--- src/sv/tlfd_pkg.sv ---
package tlfd_pkg;

  // result kinds
  localparam logic [1:0] KIND_HEADER  = 2'd0;
  localparam logic [1:0] KIND_PAYLOAD = 2'd1;
  localparam logic [1:0] KIND_FAILED  = 2'd2;

  // frame channels
  localparam logic [1:0] CH_COMMAND = 2'd0;
  localparam logic [1:0] CH_DATA    = 2'd1;
  localparam logic [1:0] CH_HELLO   = 2'd2;

  // error codes
  localparam logic [2:0] ERR_NONE      = 3'd0;
  localparam logic [2:0] ERR_CHANNEL   = 3'd1;
  localparam logic [2:0] ERR_TOO_LONG  = 3'd2;
  localparam logic [2:0] ERR_NOT_FIRST = 3'd3;
  localparam logic [2:0] ERR_REPEATED  = 3'd4;
  localparam logic [2:0] ERR_HELLO_LEN = 3'd5;
  localparam logic [2:0] ERR_VERSION   = 3'd6;

  // header byte counter
  localparam logic [2:0] HDR_FIRST   = 3'd0;
  localparam logic [2:0] HDR_LAST    = 3'd4;
  localparam logic [2:0] HDR_PAYLOAD = 3'd5;

  // configuration register indexes
  localparam int unsigned CFG_IDX_W = 3;
  localparam logic [CFG_IDX_W-1:0] CFG_HELLO_CODE   = 3'd0;
  localparam logic [CFG_IDX_W-1:0] CFG_COMMAND_CODE = 3'd1;
  localparam logic [CFG_IDX_W-1:0] CFG_DATA_CODE    = 3'd2;
  localparam logic [CFG_IDX_W-1:0] CFG_VERSION      = 3'd3;

  // configuration reset values
  localparam logic [7:0] RST_HELLO_CODE   = 8'd0;
  localparam logic [7:0] RST_COMMAND_CODE = 8'd1;
  localparam logic [7:0] RST_DATA_CODE    = 8'd2;
  localparam logic [7:0] RST_VERSION      = 8'd1;

  // one hello frame carries exactly one byte
  localparam logic [31:0] HELLO_LEN = 32'd1;

  typedef struct packed {
    logic [7:0] hello_code;
    logic [7:0] command_code;
    logic [7:0] data_code;
    logic [7:0] protocol_version;
  } cfg_t;

  typedef struct packed {
    logic [1:0] kind;
    logic [1:0] frame_channel;
    logic [7:0] payload_byte;
    logic       frame_end;
    logic [2:0] error_code;
    logic       hello_seen;
  } result_t;

endpackage

--- src/sv/tlfd_stage.sv ---
module tlfd_stage #(
  parameter int unsigned W = 8
) (
  input  logic         clk,
  input  logic         rst,
  input  logic         in_valid,
  output logic         in_ready,
  input  logic [W-1:0] in_data,
  output logic         out_valid,
  input  logic         out_ready,
  output logic [W-1:0] out_data
);

  logic         valid;
  logic [W-1:0] data;

  // take a new request whenever the held one leaves or there is none
  assign in_ready  = !valid || out_ready;
  assign out_valid = valid;
  assign out_data  = data;

  always_ff @(posedge clk) begin
    if (rst) begin
      valid <= 1'b0;
    end else if (in_ready) begin
      valid <= in_valid;
    end
  end

  // payload register
  always_ff @(posedge clk) begin
    if (in_ready && in_valid) begin
      data <= in_data;
    end
  end

endmodule

--- src/sv/tlfd_parse.sv ---
module tlfd_parse #(
  parameter int unsigned MAX_PAYLOAD = 65536
) (
  input  logic              clk,
  input  logic              rst,
  input  logic              step,
  input  logic [7:0]        in_byte,
  input  tlfd_pkg::cfg_t    cfg,
  output tlfd_pkg::result_t res
);
  import tlfd_pkg::*;

  localparam int unsigned   RW      = $clog2(MAX_PAYLOAD + 1);
  localparam logic [31:0]   MAX_LEN = 32'(MAX_PAYLOAD);
  localparam logic [RW-1:0] REM_ONE = RW'(1);

  logic [2:0]    header_count, header_count_next;
  logic [7:0]    raw_channel, raw_channel_next;
  logic [31:0]   length_shift, length_shift_next;
  logic [RW-1:0] bytes_remaining, bytes_remaining_next;
  logic [1:0]    channel_kind, channel_kind_next;
  logic          hello_done, hello_done_next;
  logic          failed_flag, failed_flag_next;
  logic [2:0]    stored_error, stored_error_next;

  logic [31:0]   len_new;
  logic [RW-1:0] rem_dec;
  logic [1:0]    ch_new;
  logic          ch_known;
  logic          fail_en;
  logic [2:0]    fail_code;

  assign len_new = {length_shift[23:0], in_byte};
  assign rem_dec = (bytes_remaining != '0) ? bytes_remaining - REM_ONE : bytes_remaining;

  // channel match, hello first, then command, then data
  always_comb begin
    ch_known = 1'b1;
    ch_new   = CH_COMMAND;
    priority if (raw_channel == cfg.hello_code) begin
      ch_new = CH_HELLO;
    end else if (raw_channel == cfg.command_code) begin
      ch_new = CH_COMMAND;
    end else if (raw_channel == cfg.data_code) begin
      ch_new = CH_DATA;
    end else begin
      ch_known = 1'b0;
    end
  end

  // next state and result for one byte
  always_comb begin
    header_count_next    = header_count;
    raw_channel_next     = raw_channel;
    length_shift_next    = length_shift;
    bytes_remaining_next = bytes_remaining;
    channel_kind_next    = channel_kind;
    hello_done_next      = hello_done;
    failed_flag_next     = failed_flag;
    stored_error_next    = stored_error;
    fail_en              = 1'b0;
    fail_code            = ERR_NONE;
    res                  = '0;
    res.kind             = KIND_HEADER;

    if (failed_flag) begin
      fail_en   = 1'b1;
      fail_code = stored_error;
    end else if (header_count < HDR_PAYLOAD) begin
      header_count_next = header_count + 3'd1;
      if (header_count == HDR_FIRST) begin
        raw_channel_next  = in_byte;
        length_shift_next = '0;
      end else begin
        length_shift_next = len_new;
      end
      // header check at the fifth byte
      if (header_count == HDR_LAST) begin
        if (!ch_known) begin
          fail_en   = 1'b1;
          fail_code = ERR_CHANNEL;
        end else begin
          channel_kind_next = ch_new;
          priority if (len_new > MAX_LEN) begin
            fail_en   = 1'b1;
            fail_code = ERR_TOO_LONG;
          end else if (!hello_done && ch_new != CH_HELLO) begin
            fail_en   = 1'b1;
            fail_code = ERR_NOT_FIRST;
          end else if (hello_done && ch_new == CH_HELLO) begin
            fail_en   = 1'b1;
            fail_code = ERR_REPEATED;
          end else if (ch_new == CH_HELLO && len_new != HELLO_LEN) begin
            fail_en   = 1'b1;
            fail_code = ERR_HELLO_LEN;
          end else if (len_new == '0) begin
            header_count_next = HDR_FIRST;
            res.frame_end     = 1'b1;
          end else begin
            bytes_remaining_next = len_new[RW-1:0];
          end
        end
      end
    end else begin
      // payload phase
      if (channel_kind == CH_HELLO && in_byte != cfg.protocol_version) begin
        fail_en   = 1'b1;
        fail_code = ERR_VERSION;
      end else begin
        bytes_remaining_next = rem_dec;
        res.kind             = KIND_PAYLOAD;
        res.payload_byte     = in_byte;
        if (rem_dec == '0) begin
          header_count_next = HDR_FIRST;
          res.frame_end     = 1'b1;
          if (channel_kind == CH_HELLO) begin
            hello_done_next = 1'b1;
          end
        end
      end
    end

    if (fail_en) begin
      failed_flag_next  = 1'b1;
      stored_error_next = fail_code;
      res.kind          = KIND_FAILED;
      res.payload_byte  = '0;
      res.frame_end     = 1'b0;
      res.error_code    = fail_code;
    end
    res.frame_channel = channel_kind_next;
    res.hello_seen    = hello_done_next;
  end

  always_ff @(posedge clk) begin
    if (rst) begin
      header_count    <= HDR_FIRST;
      raw_channel     <= '0;
      length_shift    <= '0;
      bytes_remaining <= '0;
      channel_kind    <= CH_COMMAND;
      hello_done      <= 1'b0;
      failed_flag     <= 1'b0;
      stored_error    <= ERR_NONE;
    end else if (step) begin
      header_count    <= header_count_next;
      raw_channel     <= raw_channel_next;
      length_shift    <= length_shift_next;
      bytes_remaining <= bytes_remaining_next;
      channel_kind    <= channel_kind_next;
      hello_done      <= hello_done_next;
      failed_flag     <= failed_flag_next;
      stored_error    <= stored_error_next;
    end
  end

endmodule

--- src/sv/type_length_frame_deframer_unit.sv ---
// each accepted byte is held in the input register, and its result is held in the result register
// throughput: one byte per cycle, sustained when the output side keeps up
// the rate is set by the input and result registers, which both advance while the output side keeps up
// reset (rst, synchronous, active high) clears the parser state and the stages
// and returns the channel codes and version to their defaults
module type_length_frame_deframer_unit #(
  parameter int unsigned MAX_PAYLOAD = 65536
) (
  input  logic                           clk,
  input  logic                           rst,
  // stream in
  input  logic                           s_tvalid,
  output logic                           s_tready,
  input  logic [7:0]                     s_tdata,   // [7:0] in_byte
  // stream out
  output logic                           m_tvalid,
  input  logic                           m_tready,
  output logic [15:0]                    m_tdata,   // [1:0] frame_channel, [9:2] payload_byte,
                                                    // [12:10] error_code, [13] hello_seen
  output logic [1:0]                     m_tuser,   // [1:0] kind
  output logic                           m_tlast,   // frame_end
  // configuration writes
  input  logic                           cfg_valid,
  output logic                           cfg_ready,
  input  logic [tlfd_pkg::CFG_IDX_W-1:0] cfg_index,
  input  logic [7:0]                     cfg_data
);
  import tlfd_pkg::*;

  localparam int unsigned RES_W = $bits(result_t);

  cfg_t       cfg;
  result_t    res, res_q;
  logic       in_valid, in_ready_int;
  logic [7:0] in_byte;
  logic       out_ready;
  logic       step;

  // configuration registers
  assign cfg_ready = 1'b1;

  always_ff @(posedge clk) begin
    if (rst) begin
      cfg.hello_code       <= RST_HELLO_CODE;
      cfg.command_code     <= RST_COMMAND_CODE;
      cfg.data_code        <= RST_DATA_CODE;
      cfg.protocol_version <= RST_VERSION;
    end else if (cfg_valid && cfg_ready) begin
      unique case (cfg_index)
        CFG_HELLO_CODE:   cfg.hello_code       <= cfg_data;
        CFG_COMMAND_CODE: cfg.command_code     <= cfg_data;
        CFG_DATA_CODE:    cfg.data_code        <= cfg_data;
        CFG_VERSION:      cfg.protocol_version <= cfg_data;
        default: ;
      endcase
    end
  end

  // input register
  tlfd_stage #(.W(8)) u_in (
    .clk       (clk),
    .rst       (rst),
    .in_valid  (s_tvalid),
    .in_ready  (in_ready_int),
    .in_data   (s_tdata),
    .out_valid (in_valid),
    .out_ready (out_ready),
    .out_data  (in_byte)
  );

  assign s_tready = in_ready_int;
  assign step     = in_valid && out_ready;

  // header and payload parsing
  tlfd_parse #(.MAX_PAYLOAD(MAX_PAYLOAD)) u_parse (
    .clk     (clk),
    .rst     (rst),
    .step    (step),
    .in_byte (in_byte),
    .cfg     (cfg),
    .res     (res)
  );

  // result register
  tlfd_stage #(.W(RES_W)) u_out (
    .clk       (clk),
    .rst       (rst),
    .in_valid  (in_valid),
    .in_ready  (out_ready),
    .in_data   (res),
    .out_valid (m_tvalid),
    .out_ready (m_tready),
    .out_data  (res_q)
  );

  // pack the result onto the stream
  assign m_tuser = res_q.kind;
  assign m_tlast = res_q.frame_end;
  assign m_tdata = {2'b00, res_q.hello_seen, res_q.error_code,
                    res_q.payload_byte, res_q.frame_channel};

endmodule

--- config.mk ---
export PLATFORM = sky130hd
export DESIGN_NAME = type_length_frame_deframer_unit
export DESIGN_NICKNAME = d
export VERILOG_FILES = /design/src/sv/tlfd_pkg.sv /design/src/sv/tlfd_stage.sv /design/src/sv/tlfd_parse.sv /design/src/sv/type_length_frame_deframer_unit.sv
export SDC_FILE = /design/constraint.sdc
export NUM_CORES = 1
export LEC_CHECK = 0
export ABC_AREA = 1
export BUFFER_PORTS_ARGS = -buffer_cell sky130_fd_sc_hd__buf_2
export CAP_MARGIN = 10
export CORE_MARGIN = 4
export CORE_UTILIZATION = 59
export CTS_BUF_LIST = sky130_fd_sc_hd__clkbuf_8
export CTS_CLUSTER_DIAMETER = 30
export DETAILED_ROUTE_END_ITERATION = 10
export PLACE_DENSITY = 0.89
export SYNTH_ARGS = -nofsm -noshare
export SYNTH_HDL_FRONTEND = slang
export SYNTH_SLANG_ARGS = --single-unit
--- constraint.sdc ---
create_clock -name clk -period 5.6 [get_ports clk]
set_input_delay 0.84 -clock clk [delete_from_list [all_inputs] [get_ports clk]]
set_output_delay 0.84 -clock clk [all_outputs]
set_load 0.1 [all_outputs]
==> results of run 1 <==
synthesized netlist by cell type (all sizes together):
| cell type | n |
|---|---|
| nand3 | 63 |
| xor2 | 8 |
| clkbuf | 16 |
| a21oi | 62 |
| edfxtp | 25 |
| o32ai | 1 |
| nand4 | 13 |
| nand2 | 222 |
| o21ai | 68 |
| or2 | 2 |
| a21boi | 1 |
| a211oi | 2 |
| nor2 | 168 |
| nor3 | 6 |
| ha | 4 |
| buf | 19 |
| xnor2 | 28 |
| inv | 78 |
| o21bai | 1 |
| conb | 2 |
| dfxtp | 93 |
worst min-delay path: stages (launching register included):
cell and delay (ns):
dfxtp_1 0.32, inv_1 0.05, a21oi_1 0.05
power breakdown:
part           internal (mW)  switching, mW  total (mW)  leakage (nW)
Sequential             0.902         0.0333       0.936         0.996
Clock                  0.472          0.330       0.801         0.221
Combinational          0.114          0.271       0.385          2.03
routing by layer:
metal | track usage (%) | wire length, um | up-vias
met5 | 0 | 0 | -
met4 | 9.62 | 229 | 0
met3 | 6.81 | 991 | 22
met2 | 38.5 | 6390 | 207
met1 | 34.4 | 6630 | 2567
li1 | - | - | 2884
through the flow:
step / setup WS, ns / area [um2] / util [%]
final: 2.74 / 6750 / 67.8
after global routing: 2.38 / 6750 / 67.8
after CTS: 2.79 / 6750 / 67.8
after detailed placement: 2.31 / 6340 / 63.7
after global placement: 2.38 / 6340 / 63.7
after floorplan: 2.81 / 6130 / -
final cells by class:
type	instances	area [um2]
repair buffers	45	233
flip-flops and latches	118	2610
clock inverters	15	173
multi-input cells	652	3040
clock buffers	17	234
fillers	874	3200
well taps	133	166
inverters	78	293
sequential cells by signal (all words and copies together), names as in the netlist:
name and cells:
u_parse.raw_channel 8, u_parse.failed_flag 1, u_out.out_valid 1, cfg 32, u_out.out_data 17, u_parse.length_shift 24
u_parse.header_count 3, u_in.out_valid 1, u_parse.stored_error 3, u_parse.bytes_remaining 17, u_in.out_data 8, u_parse.hello_done 1
u_parse.channel_kind 2
kinds of logic after synthesis:
group	after synthesis	share of synthesized area (%)
adder cells (fa/ha/maj)	4	0.818
AND/OR/NAND/NOR	474	32.1
other	2	0.123
flip-flops	118	42.7
XOR/XNOR	36	5.15
buffers and inverters	113	7.75
AO/OA/AOI/OAI	135	11.4
worst max-delay path by stage:
stage,endpoint,cells after the start
3_3_place_gp,u_parse.raw_channel[7],10
5_1_grt,u_parse.raw_channel[3],10
2_1_floorplan,s_tready,1
3_5_place_dp,u_parse.raw_channel[4],10
6_report,u_parse.raw_channel[3],10
4_1_cts,u_parse.raw_channel[4],10
placed cells by master (no fill, tap or decap):
master / synthesis / layout
clkbuf_8: 0 / 17
o21ai_0: 64 / 64
nand2_1: 219 / 219
clkinv_4: 0 / 1
bufinv_16: 0 / 4
xor2_1: 8 / 8
clkinvlp_4: 0 / 1
xnor2_1: 28 / 28
nor2_1: 154 / 154
o21ai_1: 2 / 2
a21oi_1: 62 / 62
nor2_2: 14 / 14
nand4_1: 12 / 12
nand4_4: 1 / 1
o21bai_1: 1 / 1
nor3_1: 6 / 6
a211oi_1: 2 / 2
inv_1: 75 / 80
inv_2: 3 / 3
edfxtp_1: 25 / 25
o32ai_1: 1 / 1
nand2_2: 3 / 3
a21boi_0: 1 / 1
nand3_1: 62 / 62
conb_1: 2 / 3
clkinv_1: 0 / 2
o21ai_2: 2 / 2
clkinv_2: 0 / 2
dfxtp_1: 93 / 93
nand3_2: 1 / 1
buf_2: 10 / 42
or2_2: 2 / 2
ha_1: 4 / 4
buf_4: 4 / 3
==> out/metrics.csv, run 1 <==
stage;metric;value;unit
synth;yosys.area.top_type;dfxtp_1;
global_route;grt_max_degree;44;
synth;synth_seq_cells;118;
finish;layout-drive-gt1-share;10.4;%
sta;hold_viol;0;
placement;dp_hpwl;10.0;mm
worst_setup_path;crit_path_start;m_tready;
worst_setup_path;r2r_cells;8;
global_route;grt_use_total;25.3;%
worst_setup_path;r2r_setup_slack;2.93;ns
finish;fin_cells;1058;
power_and_ir_drop;powerDensity;314;nW/um2
hold_path;holdPathStages;2;
sta;setup_viol;0;
worst_setup_path;cp_top_family;buffers and inverters;
clocking;cts.sinks;118;
worst_setup_path;path_buf_inv;4;
floorplan;rows;36;
synth;syn-instance-count;882;
hold_path;hold_path_end;cfg[29];
worst_setup_path;crit_path_max_fanout;28;
worst_setup_path;crit_path_start_kind;primary input;
placement;placed_cells;1026;
floorplan;coreArea;9950;um2
global_route;grt_pass1_vias;5069;
worst_setup_path;cp.required;5.97;ns
detailed_routing;drt_first_iter_violations;522;
power_and_ir_drop;ir_worst_vdd;261;uV
detailed_routing;postRouteWirelength;14.2;mm
synth;netlist_area;6120;um2
finish;n_antenna_cell;0;
sta;holdWs;0.462;ns
hold_path;min-delay-start;cfg[29];
detailed_routing;num_vias;5680;
clocking;hold_buffers;0;
synth;synth.distinct_cells;31;
worst_setup_path;crit_chain;buf_2 -> inv_1 -> nand2_1 -> nand2_1 -> inv_1 -> nand2_1 -> buf_4 -> nor2_1 -> o21ai_0 -> a21oi_1;
clocking;h-tree-depth;4;
worst_setup_path;reg2reg_to;u_parse.raw_channel[3];
status;status;finished clean;
worst_setup_path;r2r-start;u_out.out_valid;
clocking;insertion_delay;0.44;ns
worst_setup_path;slowest_stage;inv_1;
run;cap_violations;0;
sta;grt_setup_unrepaired;false;
sta;fin_skew;0.0102;ns
clocking;cts_setup_buffers;0;
worst_setup_path;arrival;3.23;ns
floorplan;die_y;110;um
detailed_routing;route.detailed.drc;0;
clocking;path_clk_slew;0.07;ns
sta;slew_headroom;37.3;%
floorplan;ios;46;
worst_setup_path;crit_top_cell;nand2_1;
clocking;clockBufferDepth;2;
clocking;ctsResizeCount;0;
power_and_ir_drop;fin_total_pwr;2.12;mW
finish;nets;940;
floorplan;dieArea;12100;um2
synth;ys_seq_area_share;42.7;%
clocking;cts-root-buf;clkbuf_8;
synth;syn_avg_cell_area;6.94;um2
detailed_routing;postRouteAntennaNets;0;
sta;timing.final.crit_share;51.0;%
floorplan;initial_core_util;61.5;%
floorplan;die_w;110;um
global_route;antenna_found_initial;0;
sta;max_slew.worst_pin.slew;0.940;ns
sta;finalSetupTns;0;ns
hold_path;min_path_type;register to register;
worst_setup_path;critPathKind;primary input to register;
worst_setup_path;slowest_delay;0.72;ns
global_route;grt_pass1_wl;23.5;mm
placement;place.gp.congestion;0.928;
sta;max_clock_freq;0.350;GHz
sta;slew_viol_final;0;
placement;io_buffers;42;
detailed_routing;wire_per_inst;13.5;um
synth;synth_warnings;0;
synth;synthDominantCellAreaShare;30.4;%
clocking;cts_tree;built;
sta;layout_min_cycle_time;2.86;ns
finish;area_growth;10.3;%
global_route;overflow;0;
detailed_routing;avgViaCountPerCell;5.37;
power_and_ir_drop;leakagePower;3.24;nW
detailed_routing;drt-pass1-iter-count;5;
clocking;tritoncts.num_buffers;17;
synth;synthTopCellsByArea;dfxtp_1 (30%), nand2_1 (13%), edfxtp_1 (12%), nor2_1 (9.4%), o21ai_0 (5.2%);
worst_setup_path;end_kind;register;
Note: power is estimated with default switching activity, not from simulation.
==> run 2: changes to the inputs <==
--- a/config.mk
+++ b/config.mk
@@ -9,7 +9,7 @@
 export BUFFER_PORTS_ARGS = -buffer_cell sky130_fd_sc_hd__buf_2
 export CAP_MARGIN = 10
 export CORE_MARGIN = 4
-export CORE_UTILIZATION = 59
+export CORE_UTILIZATION = 56
 export CTS_BUF_LIST = sky130_fd_sc_hd__clkbuf_8
 export CTS_CLUSTER_DIAMETER = 30
 export DETAILED_ROUTE_END_ITERATION = 10
==> constraint.sdc (replaced) <==
create_clock -name clk -period 2.59 [get_ports clk]
set_input_delay 0.3885 -clock clk [delete_from_list [all_inputs] [get_ports clk]]
set_output_delay 0.3885 -clock clk [all_outputs]
set_load 0.1 [all_outputs]
==> run 2 against run 1 <==
Net effect:
- register-to-register slack worse by 2.7 ns
- combinational power grew 120%
- largest cell class unchanged
- die area increased by 5.0%
- clock power up 110%
- largest power group unchanged
- hold slack got worse by 0.34 ns
- cell count grew 1.1%
- routed wire length rose by 6.2%
- critical path depth grew 2
- highest routed layer unchanged
==> out/metrics.csv, run 2 (same netlist as run 1, synthesis figures left out) <==
stage;metric;value;unit;change
status;status;finished clean;;
finish;n_antenna_cell;0;;unchanged
detailed_routing;postRouteAntennaNets;0;;unchanged
clocking;cts-root-buf;clkbuf_8;;
floorplan;die_y;113;um;+2.4%
detailed_routing;drt_first_iter_violations;579;;+11%
clocking;clockBufferDepth;2;;unchanged
placement;dp_hpwl;10.4;mm;+3.5%
sta;hold_viol;0;;unchanged
global_route;antenna_found_initial;0;;unchanged
sta;slew_viol_final;0;;unchanged
worst_setup_path;crit_chain;inv_1 -> or2_2 -> nand3_1 -> nor2_1 -> nand2_1 -> nand3_1 -> nand2_1 -> inv_1 -> nand2_2 -> inv_1 -> nand2_2 -> nor2_1;;
hold_path;min_path_type;primary input to register;;
power_and_ir_drop;leakagePower;3.27;nW;+0.93%
worst_setup_path;crit_top_cell;inv_1;;
clocking;h-tree-depth;4;;unchanged
worst_setup_path;end_kind;register;;
finish;layout_common_cells;nand2_1 (219), nor2_1 (154), dfxtp_1 (93);;
placement;place.gp.congestion;0.955;;+2.8%
sta;max_slew.worst_pin.slew;0.859;ns;-0.0808 ns
power_and_ir_drop;seqPwrFrac;43.9;%;-0.2 points
clocking;tritoncts.num_buffers;17;;unchanged
finish;area_growth;11.7;%;
worst_setup_path;path_buf_inv;3;;-1
floorplan;dieArea;12700;um2;+5.0%
sta;slew_headroom;42.5;%;+5.2 points
clocking;hold_buffers;0;;unchanged
detailed_routing;route.detailed.drc;0;;unchanged
power_and_ir_drop;powerDensity;673;nW/um2;+110%
sta;fin_skew;0.0141;ns;+0.00389 ns
detailed_routing;drt-pass1-iter-count;5;;unchanged
worst_setup_path;cp.required;2.78;ns;-3.19 ns
clocking;path_clk_slew;0.07;ns;about the same
global_route;grt_use_total;24.0;%;-1.3 points
finish;fill_cells;914;;+4.6%
floorplan;initial_core_util;58.5;%;-3.0 points
global_route;grt_pass1_vias;5412;;+6.8%
power_and_ir_drop;intPower;3.17;mW;+110%
sta;timing.final.crit_share;92.6;%;
finish;layout-drive-gt1-share;11.9;%;+1.5 points
floorplan;die_w;113;um;+2.4%
clocking;cts.sinks;118;;unchanged
power_and_ir_drop;clockPowerShare;37.3;%;-0.5 points
floorplan;rows;37;;+2.8%
finish;mostFrequentLayoutCell;nand2_1;;
placement;io_buffers;42;;unchanged
worst_setup_path;crit_path_max_fanout;9;;-68%
power_and_ir_drop;ir_worst_vdd;445;uV;+70%
global_route;grt_pass1_wl;25.1;mm;+6.6%
floorplan;ios;46;;unchanged
detailed_routing;postRouteWirelength;15.1;mm;+6.2%
floorplan;coreArea;10500;um2;+5.1%
clocking;cts_tree;built;;
power_and_ir_drop;switchingPower;1.43;mW;+130%
run;cap_violations;0;;unchanged
global_route;grt_max_degree;66;;+50%
sta;finalSetupTns;0;ns;unchanged
detailed_routing;num_vias;5853;;+3.0%
worst_setup_path;crit_path_start_kind;register;;
worst_setup_path;cp_top_family;simple AND/OR/NAND/NOR gates;;
sta;setup_viol;0;;unchanged
power_and_ir_drop;p_comb_share;18.7;%;+0.5 points
worst_setup_path;slowest_delay;0.45;ns;-0.27 ns
placement;pre_cts_ws;0.273;ns;-2.03 ns
sta;fin_ws;0.190;ns;-2.55 ns
global_route;overflow;0;;unchanged
finish;utilization;65.4;%;-2.4 points
clocking;insertion_delay;0.44;ns;about the same
worst_setup_path;slowest_stage;edfxtp_1;;
worst_setup_path;critPathKind;register to register;;
sta;max_clock_freq;0.417;GHz;
finish;top_regs;cfg (32), u_parse.length_shift (24);;
sta;layout_min_cycle_time;2.40;ns;
power_and_ir_drop;p_sw_share;31.1;%;+1.2 points
worst_setup_path;arrival;2.59;ns;-0.64 ns
sta;holdWs;0.123;ns;-0.339 ns
sta;grt_setup_unrepaired;false;;
detailed_routing;wire_per_inst;14.1;um;+5.0%
finish;largest-register;cfg;;
finish;nets;949;;+0.96%
finish;largest_reg_flops;32;;unchanged
detailed_routing;avgViaCountPerCell;5.47;;+1.9%
## run 2: cell types whose count changed in the layout (fill, tap and decap cells not counted), sizes merged
cell,previous run,this run
nand4,13,14
clkinv,5,7
bufinv,4,3
clkinvlp,1,3
buf,45,53
inv,83,79
clkbuf,17,18
## run 2: through the flow
stage	power [mW]	std cells	cell area, um2
final	4.61	1070	6840
after global routing	4.81	1070	6840
after CTS	4.59	1069	6820
after detailed placement	2.89	1037	6410
after global placement	2.88	1037	6410
after floorplan	2.71	883	6130
## run 2: final timing paths
path                                                from                       end  slack (ns)  cells past startpoint
worst max-delay path                    u_in.out_data[6]         u_out.out_data[9]        0.19                     12
worst min-delay path                          s_tdata[5]          u_in.out_data[5]        0.12                      1
worst max register to register          u_in.out_data[6]         u_out.out_data[9]        0.19                     12
worst min register to register  u_parse.length_shift[19]  u_parse.length_shift[19]        0.46                      2
## run 2: repair_timing
item / 4_1_cts / 5_1_grt
setup buffers: 0 / 0
resized for setup: 0 / 1
endpoints found under the setup margin: 0 / 6
## run 2: cell type report
type / count / area, um2 / share of cell area (%)
inverter: 78 / 293 / 4.28
timing repair buffer: 53 / 293 / 4.28
clock buffer: 18 / 248 / 3.62
tap: 136 / 170 / 2.49
clock inverter: 14 / 158 / 2.31
multi-input combinational: 653 / 3070 / 44.8
sequential: 118 / 2610 / 38.2
## run 2: power groups by stage
stage | Sequential (mW) | Combinational [mW] | Clock, mW
after global routing | 2.03 | 0.951 | 1.83
final | 2.02 | 0.863 | 1.72
after floorplan | 2.13 | 0.578 | 0
after global placement | 2.06 | 0.820 | 0
after detailed placement | 2.06 | 0.829 | 0
after CTS | 2.02 | 0.838 | 1.73
## run 2: per-layer routing
metal | up-vias | global-route usage [%] | part of all wire (%)
li1 | 2906 | - | -
met1 | 2651 | 32.6 | 43
met2 | 265 | 37.6 | 46
met3 | 31 | 5.44 | 8.7
met4 | 0 | 8.81 | 2.1
met5 | - | 0 | 0
==> run 3: changes to the inputs <==
--- a/config.mk
+++ b/config.mk
@@ -9,7 +9,7 @@
 export BUFFER_PORTS_ARGS = -buffer_cell sky130_fd_sc_hd__buf_2
 export CAP_MARGIN = 10
 export CORE_MARGIN = 4
-export CORE_UTILIZATION = 56
+export CORE_UTILIZATION = 59
 export CTS_BUF_LIST = sky130_fd_sc_hd__clkbuf_8
 export CTS_CLUSTER_DIAMETER = 30
 export DETAILED_ROUTE_END_ITERATION = 10
==> constraint.sdc (replaced) <==
create_clock -name clk -period 2.7 [get_ports clk]
set_input_delay 0.405 -clock clk [delete_from_list [all_inputs] [get_ports clk]]
set_output_delay 0.405 -clock clk [all_outputs]
set_load 0.02 [all_outputs]
==> run 3 against run 2 <==
Net effect:
- largest power group unchanged
- power is 2.7% lower
- non-clock buffer count stayed put
- die area is 4.7% lower
- largest cell class unchanged
- hold slack better by 0.019 ns
- combinational power is 16% lower
==> out/metrics.csv, run 3 (same netlist as run 1, synthesis figures left out) <==
stage;metric;value;unit;change
status;status;finished clean;;
clocking;cts.sinks;118;;unchanged
finish;nets;948;;-0.11%
sta;max_slew.worst_pin.slew;0.808;ns;-0.0510 ns
clocking;insertion_delay;0.44;ns;about the same
sta;slew_headroom;45.9;%;+3.4 points
clocking;cts_tree;built;;
detailed_routing;drt_first_iter_violations;524;;-9.5%
global_route;overflow;0;;unchanged
floorplan;ios;46;;unchanged
clocking;path_clk_slew;0.07;ns;about the same
power_and_ir_drop;powerDensity;654;nW/um2;-2.8%
power_and_ir_drop;p_comb_share;16.2;%;-2.5 points
worst_setup_path;crit_chain;inv_1 -> nand3_1 -> nor2_2 -> nand2_1 -> a21oi_1 -> a21oi_1 -> nor2_2 -> nand4_4 -> nand2_1 -> nand2_1 -> nor2_1;;
power_and_ir_drop;switchingPower;1.27;mW;-11%
worst_setup_path;arrival;2.71;ns;+0.12 ns
global_route;grt_pass1_wl;24.8;mm;-1.2%
finish;top_regs;cfg (32), u_parse.length_shift (24);;
sta;fin_skew;0.0155;ns;+0.00141 ns
floorplan;die_y;110;um;-2.4%
clocking;cts-root-buf;clkbuf_8;;
worst_setup_path;cp.required;3.06;ns;+0.28 ns
power_and_ir_drop;ir_worst_vdd;416;uV;-6.5%
clocking;tritoncts.num_buffers;17;;unchanged
detailed_routing;postRouteWirelength;15.0;mm;-0.97%
placement;place.gp.congestion;0.963;;+0.83%
hold_path;min_path_type;primary input to register;;
finish;final_area;6850;um2;+0.15%
worst_setup_path;reg2reg_to;u_parse.bytes_remaining[10];;
detailed_routing;avgViaCountPerCell;5.46;;-0.22%
floorplan;dieArea;12100;um2;-4.7%
global_route;grt_pass1_vias;5361;;-0.94%
finish;area_growth;11.9;%;
sta;slew_viol_final;0;;unchanged
clocking;cts_setup_buffers;0;;unchanged
floorplan;die_w;110;um;-2.4%
detailed_routing;postRouteAntennaNets;0;;unchanged
worst_setup_path;slowest_stage;edfxtp_1;;
worst_setup_path;r2r_setup_slack;0.35;ns;+0.16 ns
detailed_routing;route.detailed.drc;0;;unchanged
sta;finalSetupTns;0;ns;unchanged
floorplan;rows;36;;-2.7%
placement;placed_cells;1034;;-0.29%
sta;hold_viol;0;;unchanged
clocking;clockBufferDepth;2;;unchanged
worst_setup_path;slowest_delay;0.50;ns;+0.05 ns
placement;placed_cell_area;6400;um2;-0.14%
finish;largest_reg_flops;32;;unchanged
run;cap_violations;0;;unchanged
sta;max_clock_freq;0.425;GHz;+2.1%
floorplan;coreArea;9950;um2;-4.9%
sta;timing.final.crit_share;87.1;%;-5.6 points
clocking;hold_buffers;0;;unchanged
worst_setup_path;r2r_cells;11;;-1
sta;grt_setup_unrepaired;false;;
detailed_routing;num_vias;5818;;-0.60%
worst_setup_path;end_kind;register;;
floorplan;initial_core_util;61.5;%;+3.0 points
global_route;grt_max_degree;66;;unchanged
detailed_routing;drt-pass1-iter-count;5;;unchanged
worst_setup_path;crit_top_cell;nand2_1;;
worst_setup_path;r2r-start;u_in.out_data[1];;
finish;fin_cells;1066;;-0.37%
finish;layout_common_cells;nand2_1 (219), nor2_1 (154), dfxtp_1 (93);;
detailed_routing;wire_per_inst;14.0;um;-0.59%
finish;layout-drive-gt1-share;11.8;%;-0.094 points
finish;largest-register;cfg;;
placement;io_buffers;42;;unchanged
finish;utilization;68.8;%;+3.4 points
power_and_ir_drop;clockPowerShare;40.5;%;+3.2 points
power_and_ir_drop;seqPwrFrac;43.3;%;-0.6 points
power_and_ir_drop;leakagePower;3.29;nW;+0.49%
worst_setup_path;crit_path_start;u_in.out_data[1];;
finish;n_antenna_cell;0;;unchanged
worst_setup_path;critPathKind;register to register;;
worst_setup_path;crit_path_max_fanout;34;;+25
sta;holdWs;0.142;ns;+0.0187 ns
clocking;h-tree-depth;4;;unchanged
worst_setup_path;crit_path_start_kind;register;;
worst_setup_path;endpoint;u_parse.bytes_remaining[10];;
sta;setup_viol;0;;unchanged
global_route;antenna_found_initial;0;;unchanged
placement;dp_hpwl;10.4;mm;+0.65%
power_and_ir_drop;p_sw_share;28.4;%;-2.7 points
global_route;grt_use_total;26.2;%;+2.1 points
sta;layout_min_cycle_time;2.35;ns;-0.0486 ns
finish;mostFrequentLayoutCell;nand2_1;;
power_and_ir_drop;intPower;3.21;mW;+1.0%
clocking;ctsResizeCount;0;;unchanged
==> run 3: changes by cell type in the layout (fill, tap and decap cells not counted) <==
cell	delta
clkinv_2	+1
clkinvlp_4	-1
clkinv_1	-2
clkbuf_8	-1
nand3_2	-1
inv_1	+1
nand4_4	-1
clkinv_4	+1
nand3_1	+1
inv_6	-1
bufinv_16	+2
==> run 3: worst min path at each step <==
stage / startpoint / endpoint / slack, ns / depth (start not counted)
2_1_floorplan: cfg[28] / cfg[28] / 0.44 / 2
3_3_place_gp: cfg[28] / cfg[28] / 0.45 / 2
3_5_place_dp: cfg[29] / cfg[29] / 0.45 / 2
4_1_cts: s_tdata[3] / u_in.out_data[3] / 0.12 / 1
5_1_grt: s_tdata[1] / u_in.out_data[1] / 0.12 / 1
6_report: s_tdata[1] / u_in.out_data[1] / 0.14 / 1
==> run 3: power by group through the flow <==
stage	clock network [mW]	registers (mW)	logic, mW
3_5_place_dp	0	1.98	0.704
6_report	1.81	1.94	0.726
3_3_place_gp	0	1.97	0.692
2_1_floorplan	0	1.97	0.539
4_1_cts	1.82	1.94	0.713
5_1_grt	1.91	1.95	0.808
==> run 3: through the flow <==
step,power [mW],worst slack (ns)
final,4.48,0.349
after global routing,4.67,0.126
after CTS,4.47,0.375
after detailed placement,2.68,0.404
after global placement,2.67,0.480
after floorplan,2.51,0.886
==> run 3: worst max-delay path, delay by kind of cell (launching register included) <==
family	cells	cell delay (ns)
buf+inv	1	0.20
flops	1	0.50
compound gates	2	0.35
simple gates	8	1.22
==> run 3: layout make-up <==
cell class              instances  area (um2)
clock buffers                  17         234
clock inverters                15         211
fillers                       835        3110
inverters                      78         293
multi-input cells             652        3040
flip-flops and latches        118        2610
well taps                     133         166
repair buffers                 53         293
==> run 3: routing by layer <==
metal | track usage [%] | routed length [um] | vias up | share of wire (%)
li1 | - | - | 2897 | -
met1 | 34.5 | 6470 | 2623 | 43
met2 | 40.6 | 6910 | 265 | 46
met3 | 6.81 | 1210 | 33 | 8.1
met4 | 11.0 | 383 | 0 | 2.6
met5 | 0 | 0 | - | 0
